<file path="src/hdl/point_lexicographic_sorter_macros.svh">
// ----------------------------------------------------------------------------
// Point lexicographic sorter: assertion macros
// Shared concurrent-assertion wrappers, clocked on clk and reset on rst.
// ----------------------------------------------------------------------------
`ifndef POINT_LEXICOGRAPHIC_SORTER_MACROS_SVH
`define POINT_LEXICOGRAPHIC_SORTER_MACROS_SVH

`ifndef NO_ASSERTIONS

// Property checked at every clock edge outside reset.
`define PLSORT_ASSERT(lbl, prop, msg) \
  lbl: assert property (@(posedge clk) disable iff (rst) (prop)) else $error(msg);

// Implication checked at every clock edge outside reset.
`define PLSORT_ASSERT_IMPL(lbl, ante, cons, msg) \
  `PLSORT_ASSERT(lbl, (ante) |-> (cons), msg)

// Next-cycle implication checked outside reset.
`define PLSORT_ASSERT_NEXT(lbl, ante, cons, msg) \
  `PLSORT_ASSERT(lbl, (ante) |=> (cons), msg)

`else

`define PLSORT_ASSERT(lbl, prop, msg)
`define PLSORT_ASSERT_IMPL(lbl, ante, cons, msg)
`define PLSORT_ASSERT_NEXT(lbl, ante, cons, msg)

`endif

`endif

</file>
<file path="src/hdl/plsort_pkg.sv">
// ----------------------------------------------------------------------------
// Point lexicographic sorter: package
// Order codes and the control bundle broadcast to every sorting cell.
// ----------------------------------------------------------------------------
package plsort_pkg;

  // Sort order codes; any other code sorts like ORDER_X_YDESC.
  localparam logic [1:0] ORDER_XY      = 2'd0;
  localparam logic [1:0] ORDER_YX      = 2'd1;
  localparam logic [1:0] ORDER_X_YDESC = 2'd2;

  // Control broadcast from the top level to every cell of the chain.
  typedef struct packed {
    logic       insert;     // place the broadcast point into the chain
    logic       shift_out;  // move every entry one cell toward the head
    logic [1:0] order_mode; // active sort order
  } cell_ctrl_t;

endpackage

</file>
<file path="src/hdl/plsort_cell.sv">
// ----------------------------------------------------------------------------
// Point lexicographic sorter: insertion cell
// Holds one point of the sorted chain and compares it with the broadcast point.
// ----------------------------------------------------------------------------
module plsort_cell #(
  parameter int COORD_BITS = 12
) (
  input  logic                   clk,
  input  logic                   rst,
  input  plsort_pkg::cell_ctrl_t ctrl,
  input  logic [COORD_BITS-1:0]  new_x,
  input  logic [COORD_BITS-1:0]  new_y,
  input  logic                   prev_valid,
  input  logic [COORD_BITS-1:0]  prev_x,
  input  logic [COORD_BITS-1:0]  prev_y,
  input  logic                   prev_le,
  input  logic                   next_valid,
  input  logic [COORD_BITS-1:0]  next_x,
  input  logic [COORD_BITS-1:0]  next_y,
  output logic                   valid,
  output logic [COORD_BITS-1:0]  x,
  output logic [COORD_BITS-1:0]  y,
  output logic                   le
);
  import plsort_pkg::*;

  localparam int KEY_W = 2 * COORD_BITS;

  logic [KEY_W-1:0] own_key;
  logic [KEY_W-1:0] new_key;

  // Lexicographic key; a descending coordinate is stored inverted.
  function automatic logic [KEY_W-1:0] key_of(input logic [1:0] mode,
                                               input logic [COORD_BITS-1:0] kx,
                                               input logic [COORD_BITS-1:0] ky);
    logic [KEY_W-1:0] k;
    case (mode)
      ORDER_XY: k = {kx, ky};
      ORDER_YX: k = {ky, kx};
      default:  k = {kx, ~ky};
    endcase
    return k;
  endfunction

  assign own_key = key_of(ctrl.order_mode, x, y);
  assign new_key = key_of(ctrl.order_mode, new_x, new_y);

  // The held point stays ahead of the new one when its key is not larger.
  assign le = valid && (own_key <= new_key);

  // Keep, take the new point, or take the predecessor's point; or shift out.
  always_ff @(posedge clk) begin
    if (rst) begin
      valid <= 1'b0;
    end else if (ctrl.shift_out) begin
      valid <= next_valid;
      x     <= next_x;
      y     <= next_y;
    end else if (ctrl.insert && !le) begin
      if (prev_le) begin
        valid <= 1'b1;
        x     <= new_x;
        y     <= new_y;
      end else begin
        valid <= prev_valid;
        x     <= prev_x;
        y     <= prev_y;
      end
    end
  end

endmodule
</file>
<file path="config.mk">
export PLATFORM = sky130hd
export DESIGN_NAME = plsort_cell
export DESIGN_NICKNAME = d
export VERILOG_FILES = /design/src/hdl/point_lexicographic_sorter_macros.svh /design/src/hdl/plsort_pkg.sv /design/src/hdl/plsort_cell.sv
export SDC_FILE = /design/constraint.sdc
export NUM_CORES = 1
export LEC_CHECK = 0
export BUFFER_PORTS_ARGS = -buffer_cell sky130_fd_sc_hd__clkbuf_2
export CAP_MARGIN = 20
export CORE_ASPECT_RATIO = 1.25
export CORE_MARGIN = 2
export CORE_UTILIZATION = 49
export CTS_CLUSTER_DIAMETER = 50
export DETAILED_ROUTE_END_ITERATION = 16
export PLACE_DENSITY = 0.87
export SLEW_MARGIN = 20
export SYNTH_ARGS = -nofsm -noshare
export SYNTH_HDL_FRONTEND = slang
export SYNTH_SLANG_ARGS = --single-unit
</file>
<file path="constraint.sdc">
create_clock -name clk -period 4.5 [get_ports clk]
set_input_delay 0.45 -clock clk [delete_from_list [all_inputs] [get_ports clk]]
set_output_delay 0.45 -clock clk [all_outputs]
set_load 0.005 [all_outputs]
</file>
Yosys cells after proc, flatten, opt, wreduce, memory -nomap -nowiden. Index checks and enable logic that the tools add are counted.

Logic and storage cells: 25. Bits in registers: 25.

Magnitude comparators: 1. Bitwise gates (word level): 3. Multiplexer cells: 11. Reductions and logical operators: 6. Equal/unequal tests: 1.

Operators with widths (count): 24-bit one-hot mux with 2 select lines (2); 12-bit 2-to-1 mux (6); 24-bit <= comparator (1); 12-bit inverter (2); 1-bit 2-to-1 mux (3); 2-bit by 1-bit equality test with 1-bit output, second input constant (1); 1-bit logical AND (2); 2-bit zero test (1); 2-bit AND reduction (1); 2-bit nonzero test (1); 1-bit zero test (1); 1-bit inverter (1).

Logic depth before layout (Yosys ltp). Gate-level depths: netlist (run 1).

Depth in word-level cells: 8. Mapped depth: 12.

Worst setup path before layout (run 1). OpenSTA, ideal clock, no wires.

Kind: input-to-reg. Start: input ctrl[0] (netlist name). End: register x[0], enable pin. Data required time: 4.118 ns. Setup time: 0.382 ns. Arrival time: 2.883 ns. Cell stages on the path: 10. Setup slack: 1.235 ns. Path buffers: 2. Cells stage by stage: nor2b_1 -> buf_2 -> buf_2 -> mux2_2 -> ha_1 -> nand4_1 -> nor3_1 -> o2111ai_1 -> nand3_2 -> a41o_1.

Cells in the longest elaborated chain, start to end: 8. Elaborated cells between the ends (all ways): 10.

RTL lines: start: declaration (line plsort_cell.sv:10) `input plsort_pkg::cell_ctrl_t ctrl,`; 2-bit by 1-bit equality test with 1-bit output or 2-bit zero test (tied branches) (line plsort_cell.sv:37) `case (mode)`; 24-bit one-hot mux with 2 select lines (line plsort_cell.sv:37); 24-bit <= comparator * (line plsort_cell.sv:49) `assign le = valid && (own_key <= new_key);`; 1-bit logical AND * (line plsort_cell.sv:49); 1-bit zero test * (line plsort_cell.sv:59) `end else if (ctrl.insert && !le) begin`; 1-bit logical AND * (line plsort_cell.sv:59); 2-bit nonzero test (no source line) *; 2-bit AND reduction (no source line) *; end signal: assignment (line plsort_cell.sv:57) `x <= next_x;`; end signal: assignment (line plsort_cell.sv:62) `x <= new_x;`; end signal: assignment (line plsort_cell.sv:66) `x <= prev_x;`; end: declaration (line plsort_cell.sv:21) `output logic [COORD_BITS-1:0] x,`.

Every way passes the cells marked *; elsewhere a longest branch is shown, timed or not. A chain may end at the register's enable or synchronous reset.

Final worst setup path (run 1).
Start: input ctrl[1] (netlist name). End: output le.

Cells in the longest elaborated chain, start to end: 4. Elaborated cells between the ends (all ways): 6.

RTL lines: 2-bit by 1-bit equality test with 1-bit output or 2-bit zero test (tied branches) (line plsort_cell.sv:37); 24-bit one-hot mux with 2 select lines (line plsort_cell.sv:37); 24-bit <= comparator * (line plsort_cell.sv:49); 1-bit logical AND * (line plsort_cell.sv:49); end: declaration (line plsort_cell.sv:23) `output logic le`.

Marks and branches as above.

==> qor.yml, run 1 <==
outcome:
  outcome: "finished clean"
cts:
  cts-root-buf: "clkbuf_8"
  clock_sink_count: 25
  clkTransAtPathRegs_ns: 0.09
  cts_tree: "done"
  clockBufferDepth: 2
  post_cts_buffers: 0
  numCtsBuffers: 3
  htree_levels: 1
  cts_resized: 0
  hold_buffers: 0
  clock_latency_ns: 0.27
logic_synthesis:
  ys_ff_latch: 25
  ys_seq_area_share_pct: 29.3
  synth_fa_ha_area_share_pct: 11.9
  synth_fp_nets: 382
  yosys-mux-area-fraction_pct: 20.5
  synthXorXnorAreaFrac_pct: 0
  syn_area_um2: 2530
  synth_top_family_by_area: "compound AO/OA/AOI/OAI gates"
  yosysWarningCount: 0
  synth_compound_area_share_pct: 21.3
  synth_cell_types: 33
  yosys.area_share.simple_pct: 13.4
  avgSynthCellArea_um2: 9.12
  syn_inst: 277
sta:
  relSlewSlack_pct: 42.7
  fin_skew_ns: 0.00205
  slew_viol_final: 0
  setup_viol: 0
  fin_crit_ns: 3.41
  hold_viol_final: 0
  grt_setup_unrepaired: "no"
  fin_tns_setup_ns: 0
  period_share_pct: 75.8
  tightest_slew_ns: 0.859
  timing.fmax_mhz: 293
  finalWorstSetupSlack_ns: 1.09
die:
  core_um2: 5010
  die_y_um: 84.3
  die-width_um: 68.2
  start_util_pct: 50.5
  io_pins: 107
  die-area_um2: 5750
  rows: 29
critical_path:
  worstSetupPathType: "input pin to primary output"
  critPathMaxFanout: 28
  crit_required_ns: 4.05
  startpoint_type: "input pin"
  worstPathArrival_ns: 2.96
  cp-end-kind: "primary output"
global_routing:
  antenna_found_initial: 0
  grt_overflow: 0
  track_usage_pct: 22.3
  grt_max_degree: 53
  grt_pass1_vias: 2239
  grt_pass1_wl_um: 10200
routing:
  wl_um: 6310
  drc_errors: 0
  vias: 2498
  antenna_left: 0
  drt_iter0_drc: 94
  firstDrtPassIters: 4
  wire_per_inst_um: 14.5
  vias_per_cell: 5.73
placement:
  place_ws_ns: 0.883
  gp_congestion: 0.843
  port_buffers: 106
  dp_hpwl_um: 4980
layout:
  n_antenna_cell: 0
  utilization_pct: 63.1
  layout-drive-gt1-share_pct: 36.1
  fillers: 433
  area_growth_pct: 25.1
  layout.nets: 480
power:
  p_total_mw: 0.736
  power.density_nw_per_um2: 233
  p_leak_nw: 1.46
  vdd_drop_max_uv: 123
run:
  maxCapViolCount: 0
min_path:
  hold_path_class: "input pin to flip-flop"
-- per-stage QoR --
step / instances / hold slack, ns / area [µm²]
2_1_floorplan: 277 / 0.504 / 2530
3_3_place_gp: 432 / 0.522 / 3120
3_5_place_dp: 432 / 0.528 / 3120
4_1_cts: 436 / 0.369 / 3160
5_1_grt: 436 / 0.371 / 3160
6_report: 436 / 0.378 / 3160
-- cell families (layout without fill, tap and decap cells) --
logic type / after synthesis / after routing
AO/OA/AOI/OAI: 86 / 86
adder cells (fa/ha/maj): 24 / 24
buffers and inverters: 21 / 118
flip-flops: 25 / 25
multiplexers: 50 / 50
AND/OR/NAND/NOR: 71 / 71
-- worst paths after layout --
check                          start                 end  slack (ns)  depth (start not counted)
setup / recovery             ctrl[1]                  le        1.09                         12
hold / removal                   rst  valid$_SDFFE_PP0P_        0.38                          2
setup reg to reg     y[10]$_DFFE_PP_      x[6]$_DFFE_PP_        1.59                         10
hold reg to reg   valid$_SDFFE_PP0P_  valid$_SDFFE_PP0P_        0.55                          2
-- where the power goes --
part / leakage, nW / total (mW) / switching [mW] / internal (mW)
clock network: 0.0228 / 0.138 / 0.0742 / 0.0633
registers: 0.243 / 0.309 / 0.0215 / 0.287
logic: 1.20 / 0.290 / 0.147 / 0.142
-- placed cells by master, fill, tap and decap left out, drive strengths merged, types with 2 or more instances in the layout --
cell type	instances
nand4	6
nand2	30
a221oi	11
nand3	2
mux2i	36
nor2	15
clkbuf	110
inv	2
ha	24
edfxtp	24
mux2	14
nor2b	14
buf	6
a21o	2
a211oi	11
a21oi	24
o21ai	31
and3	2
-- cell type report --
class                      instances  area (µm²)  share of cell area (%)
clock buffer                       4        45.0                    1.42
inverter                           2        7.51                   0.237
multi-input combinational        231        1700                    53.9
sequential                        25         741                    23.4
tap                               62        77.6                    2.45
timing repair buffer             112         588                    18.6
-- registers in the layout, indices dropped and copies added (netlist names) --
signal	cells
x	12
valid	1
y	12
-- synth_stat cells --
| cell | count | area, µm² |
|---|---|---|
| nand2_1 | 30 | 113 |
| edfxtp_1 | 24 | 721 |
| dfxtp_1 | 1 | 20.0 |
| a221oi_1 | 10 | 87.6 |
| nor2_1 | 15 | 56.3 |
| a21o_2 | 1 | 8.76 |
| a21oi_1 | 23 | 115 |
| a41o_1 | 1 | 10.0 |
| a21o_1 | 1 | 7.51 |
| o211ai_1 | 1 | 7.51 |
| o21a_1 | 1 | 7.51 |
| clkbuf_1 | 9 | 33.8 |
| inv_1 | 2 | 7.51 |
| a211oi_1 | 11 | 82.6 |
| a21oi_2 | 1 | 8.76 |
| nand3_1 | 1 | 5.00 |
| nand2b_1 | 1 | 6.26 |
| and3_4 | 1 | 11.3 |
| a221oi_2 | 1 | 15.0 |
| a21boi_0 | 1 | 7.51 |
| o21ai_0 | 31 | 155 |
| nand4_1 | 6 | 37.5 |
| mux2i_1 | 36 | 360 |
| nand3_2 | 1 | 10.0 |
| mux2_2 | 14 | 158 |
| a221o_1 | 1 | 10.0 |
| nor2b_1 | 14 | 87.6 |
| buf_2 | 10 | 50.1 |
| nor3_1 | 1 | 5.00 |
| ha_1 | 24 | 300 |
| o2111ai_1 | 1 | 8.76 |
| and3_1 | 1 | 6.26 |
| a22oi_1 | 1 | 7.51 |
-- layer usage --
layer | part of all wire, % | GRT usage, %
met2 | 52 | 39.9
met4 | 0.57 | 3.82
met3 | 5.1 | 1.47
met5 | 0 | 0
met1 | 42 | 29.2
-- critical path, stage by stage --
cell	delay, ns
clkbuf_2	0.11
buf_4	0.29
nor2_1	0.17
buf_4	0.20
a221oi_1	0.25
ha_1	0.29
and3_4	0.20
a221o_1	0.36
a21oi_2	0.15
nand3_2	0.12
a21boi_0	0.21
clkbuf_2	0.15
Power figures use the tool's default switching activity.
==> inputs of run 2 (changes only) <==
- CORE_UTILIZATION: 49 -> 44
- PLACE_DENSITY: 0.87 -> 0.82
- clock period: 4.5 -> 2.9 ns (I/O delays scaled with it)
==> run 2 against run 1 <==
  * Hold slack lost 0.18 ns
  * Clock-buffer cell count fell by 1
  * Worst setup slack lost 0.95 ns
  * Die area increased by 11%
  * Global-route usage is 0.99 points lower
  * Clock power up 58%
  * Combinational power is 76% higher
  * Critical endpoint unchanged
  * Largest power group is now combinational cells
==> qor.yml, run 2 (synthesis gave the netlist of run 1 again) <==
cts:
  clock_latency_ns: 0.28
  cts_tree: "done"
  hold_buffers: 0
  numCtsBuffers: 3
  clock_sink_count: 25
  cts-root-buf: "clkbuf_8"
  clockBufferDepth: 2
  clkTransAtPathRegs_ns: 0.09
  htree_levels: 1
sta:
  fin_skew_ns: 0.00472
  period_share_pct: 95.0
  hold_viol_final: 0
  relSlewSlack_pct: 70.7
  slew_viol_final: 0
  tightest_slew_ns: 0.439
  setup_viol: 0
  timing.fmax_mhz: 363
  fin_crit_ns: 2.76
die:
  die_y_um: 88.7
  start_util_pct: 46.1
  die-area_um2: 6370
  die-width_um: 71.8
  core_um2: 5480
  io_pins: 107
  rows: 30
min_path:
  hold_path_class: "input pin to flip-flop"
critical_path:
  critPathLaunch: "y[11]$_DFFE_PP_"
  critPathMaxFanout: 4
  startpoint_type: "flip-flop"
  rr_endpoint: "x[0]$_DFFE_PP_"
  worstSetupPathType: "flip-flop to primary output"
  ff2ff_path_depth: 10
  path_delay_family: "compound AO/OA/AOI/OAI gates"
  cp-end-kind: "primary output"
  ff2ff_setup_slack_ns: 0.24
  path_cells: "nor2b_4 -> a211oi_2 -> a21oi_1 -> ha_1 -> and3_4 -> a221o_1 -> a21oi_2 -> nand3_2 -> a21boi_2 -> buf_2"
  worstPathArrival_ns: 2.47
  crit_buf_inv: 1
  path_depth: 10
  crit_required_ns: 2.61
  r2r_start: "y[11]$_DFFE_PP_"
  cp_slowest_cell: "edfxtp_1"
  crit_end: "le"
  cpPeakStageDelay_ns: 0.44
power:
  power.density_nw_per_um2: 356
  p_leak_nw: 1.57
  vdd_drop_max_uv: 175
routing:
  firstDrtPassIters: 5
  antenna_left: 0
  vias_per_cell: 5.64
  wire_per_inst_um: 15.2
  drc_errors: 0
  drt_iter0_drc: 121
  vias: 2559
  wl_um: 6910
placement:
  dp_hpwl_um: 5480
  gp_congestion: 0.902
  port_buffers: 106
  placed_area_um2: 3210
run:
  maxCapViolCount: 0
outcome:
  outcome: "finished clean"
layout:
  reg.largest.list: "x (12), y (12), valid (1)"
  layout.nets: 496
  area_growth_pct: 33.8
  utilization_pct: 61.7
  n_antenna_cell: 0
  layout_commonest_cell: "clkbuf_2"
  layout-drive-gt1-share_pct: 41.5
  final_cell_mix: "clkbuf_2, mux2i_1, o21ai_0"
  fin_area_um2: 3380
global_routing:
  grt_pass1_wl_um: 10900
  grt_overflow: 0
  grt_pass1_vias: 2465
  grt_max_degree: 29
  track_usage_pct: 21.3
  antenna_found_initial: 0
run 2: changes by cell type in the layout (fill, tap and decap cells not counted), moves of 2 or more:
cell and delta:
a211oi_1 -5, buf_12 +2, buf_4 +13, a211oi_2 +5
run 2: worst reg2reg max path, delay by kind of cell, from the launching register on:
| family | cells | cell delay [ns] |
|---|---|---|
| adder cells (fa/ha/maj) | 1 | 0.32 |
| buffers and inverters | 1 | 0.16 |
| AND/OR/NAND/NOR | 3 | 0.46 |
| flip-flops | 1 | 0.44 |
| AO/OA/AOI/OAI | 5 | 1.04 |
run 2: how the worst min path moves through the flow:
stage	depth (start not counted)	slack, ns	from	to
2_1_floorplan	1	0.36	rst	valid$_SDFFE_PP0P_
3_3_place_gp	2	0.48	rst	valid$_SDFFE_PP0P_
3_5_place_dp	2	0.49	rst	valid$_SDFFE_PP0P_
4_1_cts	2	0.19	rst	valid$_SDFFE_PP0P_
5_1_grt	2	0.20	rst	valid$_SDFFE_PP0P_
6_report	2	0.20	rst	valid$_SDFFE_PP0P_
run 2: routing by layer:
layer | track usage (%) | up-vias | routed length (µm)
met5 | 0 | - | 0
met4 | 6.86 | 0 | 91
met3 | 1.94 | 7 | 380
met2 | 40.8 | 84 | 3660
met1 | 24.8 | 1180 | 2770
li1 | - | 1288 | -
run 2: metrics by stage:
step                total power, mW  hold WS [ns]  setup TNS, ns  std cells  setup slack (ns)
floorplan                     0.758         0.356              0        277            0.0382
global placement              0.946         0.483              0        443            0.0747
detailed placement            0.961         0.491              0        443           0.00705
CTS                            1.19         0.194              0        450          0.000142
global route                   1.29         0.196        -0.0289        454           -0.0289
finish                         1.20         0.198              0        454             0.145
run 2: repair_timing:
action | 4_1_cts | 5_1_grt
resized for setup | 3 | 9
gates cloned | 0 | 1
setup endpoints to repair | 1 | 1
buffers inserted | 3 | 4
pin swaps | 3 | 11
run 2: where the power goes:
group	leakage [nW]	internal, mW	switching (mW)	total, mW
registers	0.243	0.446	0.0309	0.476
clock network	0.0255	0.0965	0.122	0.218
logic	1.30	0.259	0.250	0.509
total	1.57	0.801	0.402	1.20
run 2: cell type report:
cell class / instances / area (µm²)
Multi-Input combinational cell: 231 / 1760
Timing Repair Buffer: 128 / 751
Inverter: 2 / 7.51
Fill cell: 478 / 2100
Tap cell: 64 / 80.1
Sequential cell: 25 / 741
Clock inverter: 1 / 5.00
Clock buffer: 3 / 41.3
==> inputs of run 3 (changes only) <==
- CORE_MARGIN: 2 -> default
==> run 3 against run 2 <==
  * Sequential share of layout area grew 0.36 points
  * Largest power group unchanged
  * Largest cell class unchanged
  * First-iteration DRC count shrank 15%
  * Register-to-register slack lost 0.07 ns
  * Via count shrank 1.0%
  * Worst setup slack lost 0.077 ns
  * Sequential cell count is the same
  * Critical endpoint unchanged
  * Clock skew shrank 0.0014 ns
  * Clock power is essentially flat
  * Hold slack lost 0.0083 ns
==> qor.yml, run 3 (synthesis gave the netlist of run 1 again) <==
cts:
  htree_levels: 1
  cts-root-buf: "clkbuf_8"
  cts_tree: "done"
  clock_latency_ns: 0.27
  hold_buffers: 0
  clock_sink_count: 25
  numCtsBuffers: 3
  clkTransAtPathRegs_ns: 0.09
  clockBufferDepth: 2
power:
  p_clk_share_pct: 18.2
  vdd_drop_max_uv: 204
  sequentialPowerShare_pct: 40.1
  p_sw_share_pct: 33.5
  p_int_mw: 0.793
  switchingPower_mw: 0.399
  combPwrFrac_pct: 41.7
  p_leak_nw: 1.55
  power.density_nw_per_um2: 359
critical_path:
  worstPathArrival_ns: 2.54
  cpPeakStageDelay_ns: 0.45
  crit_required_ns: 2.61
  ff2ff_path_depth: 10
  path_depth: 10
  critPathMaxFanout: 4
  path_delay_family: "compound AO/OA/AOI/OAI gates"
  startpoint_type: "flip-flop"
  cp-end-kind: "primary output"
  crit_buf_inv: 1
  cp_slowest_cell: "edfxtp_1"
  path_cells: "nor2b_1 -> a211oi_1 -> a21oi_1 -> ha_1 -> and3_4 -> a221o_1 -> a21oi_2 -> nand3_2 -> a21boi_1 -> clkbuf_2"
  worstSetupPathType: "flip-flop to primary output"
global_routing:
  grt.met2_usage_pct: 40.7
  top_usage_layer: "met2"
  antenna_found_initial: 0
  use_met1_pct: 26.4
  grt_pass1_vias: 2379
  grt_overflow: 0
  grt_pass1_wl_um: 10700
  grt_max_degree: 28
  track_usage_pct: 21.9
  gr-usage-met3_pct: 2.56
sta:
  hold_viol_final: 0
  fin_crit_ns: 2.83
  tightest_slew_ns: 0.579
  timing.fmax_mhz: 353
  setup_viol: 0
  fin_skew_ns: 0.00331
  relSlewSlack_pct: 61.4
  period_share_pct: 97.7
  slew_viol_final: 0
routing:
  antenna_left: 0
  vias: 2533
  wl_um: 6720
  firstDrtPassIters: 5
  drt_iter0_drc: 103
  drc_errors: 0
  wire_per_inst_um: 14.9
  vias_per_cell: 5.60
layout:
  layout_commonest_cell: "clkbuf_2"
  fin_area_um2: 3330
  layout-drive-gt1-share_pct: 39.7
  reg.largest.list: "x (12), y (12), valid (1)"
  stdcell_count: 452
  final_cell_mix: "clkbuf_2, mux2i_1, o21ai_0"
  layout.nets: 494
  n_antenna_cell: 0
  area_growth_pct: 31.6
min_path:
  hold_path_class: "input pin to flip-flop"
  worstHoldPathCells: 2
die:
  die-width_um: 69.8
  die-area_um2: 6050
  rows: 30
  core_um2: 5480
  die_y_um: 86.7
  start_util_pct: 46.1
  io_pins: 107
outcome:
  outcome: "finished clean"
placement:
  dp_hpwl_um: 5350
  port_buffers: 106
  gp_congestion: 0.870
  placed_area_um2: 3230
  place_inst: 443
run:
  maxCapViolCount: 0
run 3: worst register-to-register path, cell delays in order (launching register included):
cell and delay [ns]:
edfxtp_1 0.45, nor2b_1 0.16, a211oi_1 0.18, a21oi_1 0.08, ha_1 0.31, and3_4 0.20, a221o_1 0.34, a21oi_2 0.15
nand3_2 0.12, a41o_2 0.34, buf_12 0.16
run 3: power by group through the flow:
stage          clock [mW]  sequential [mW]  combinational [mW]
6_report            0.218            0.478               0.497
5_1_grt             0.237            0.484               0.554
4_1_cts             0.222            0.477               0.483
3_5_place_dp            0            0.487               0.479
3_3_place_gp            0            0.487               0.463
2_1_floorplan           0            0.481               0.276
run 3: final timing paths:
path         slack, ns            endpoint          startpoint
max               0.07                  le     y[10]$_DFFE_PP_
min               0.19  valid$_SDFFE_PP0P_                 rst
min reg2reg       0.54  valid$_SDFFE_PP0P_  valid$_SDFFE_PP0P_
max reg2reg       0.17     y[10]$_DFFE_PP_     y[10]$_DFFE_PP_
run 3: timing repair:
| action | in CTS | in global routing |
|---|---|---|
| setup endpoints to repair | 1 | 1 |
| pin swaps | 4 | 1 |
| resized for setup | 1 | 3 |
| buffers inserted | 2 | 4 |
run 3: cell type report:
class | instances | area [µm²]
Clock buffer | 3 | 41.3
Clock inverter | 1 | 5.00
Fill cell | 482 | 2150
Inverter | 2 | 7.51
Multi-Input combinational cell | 231 | 1720
Sequential cell | 25 | 741
Tap cell | 64 | 80.1
Timing Repair Buffer | 126 | 731
run 3: stage by stage:
step	hold slack (ns)	TNS (ns)	util (%)	power (mW)	worst slack (ns)
after floorplan	0.356	0	-	0.758	0.0382
after global placement	0.484	0	58.9	0.950	0.0678
after detailed placement	0.487	-0.0348	58.9	0.966	-0.00259
after CTS	0.188	0	59.8	1.18	0.0795
after global routing	0.181	-0.00795	60.7	1.28	-0.00795
final	0.189	0	60.7	1.19	0.0676
run 3: per-layer routing:
layer | part of all wire (%) | wire (µm) | up-vias
met2 | 52 | 3500 | 73
met3 | 4.2 | 283 | 8
met5 | 0 | 0 | -
met1 | 42 | 2850 | 1171
met4 | 1.3 | 89 | 0
li1 | - | - | 1281
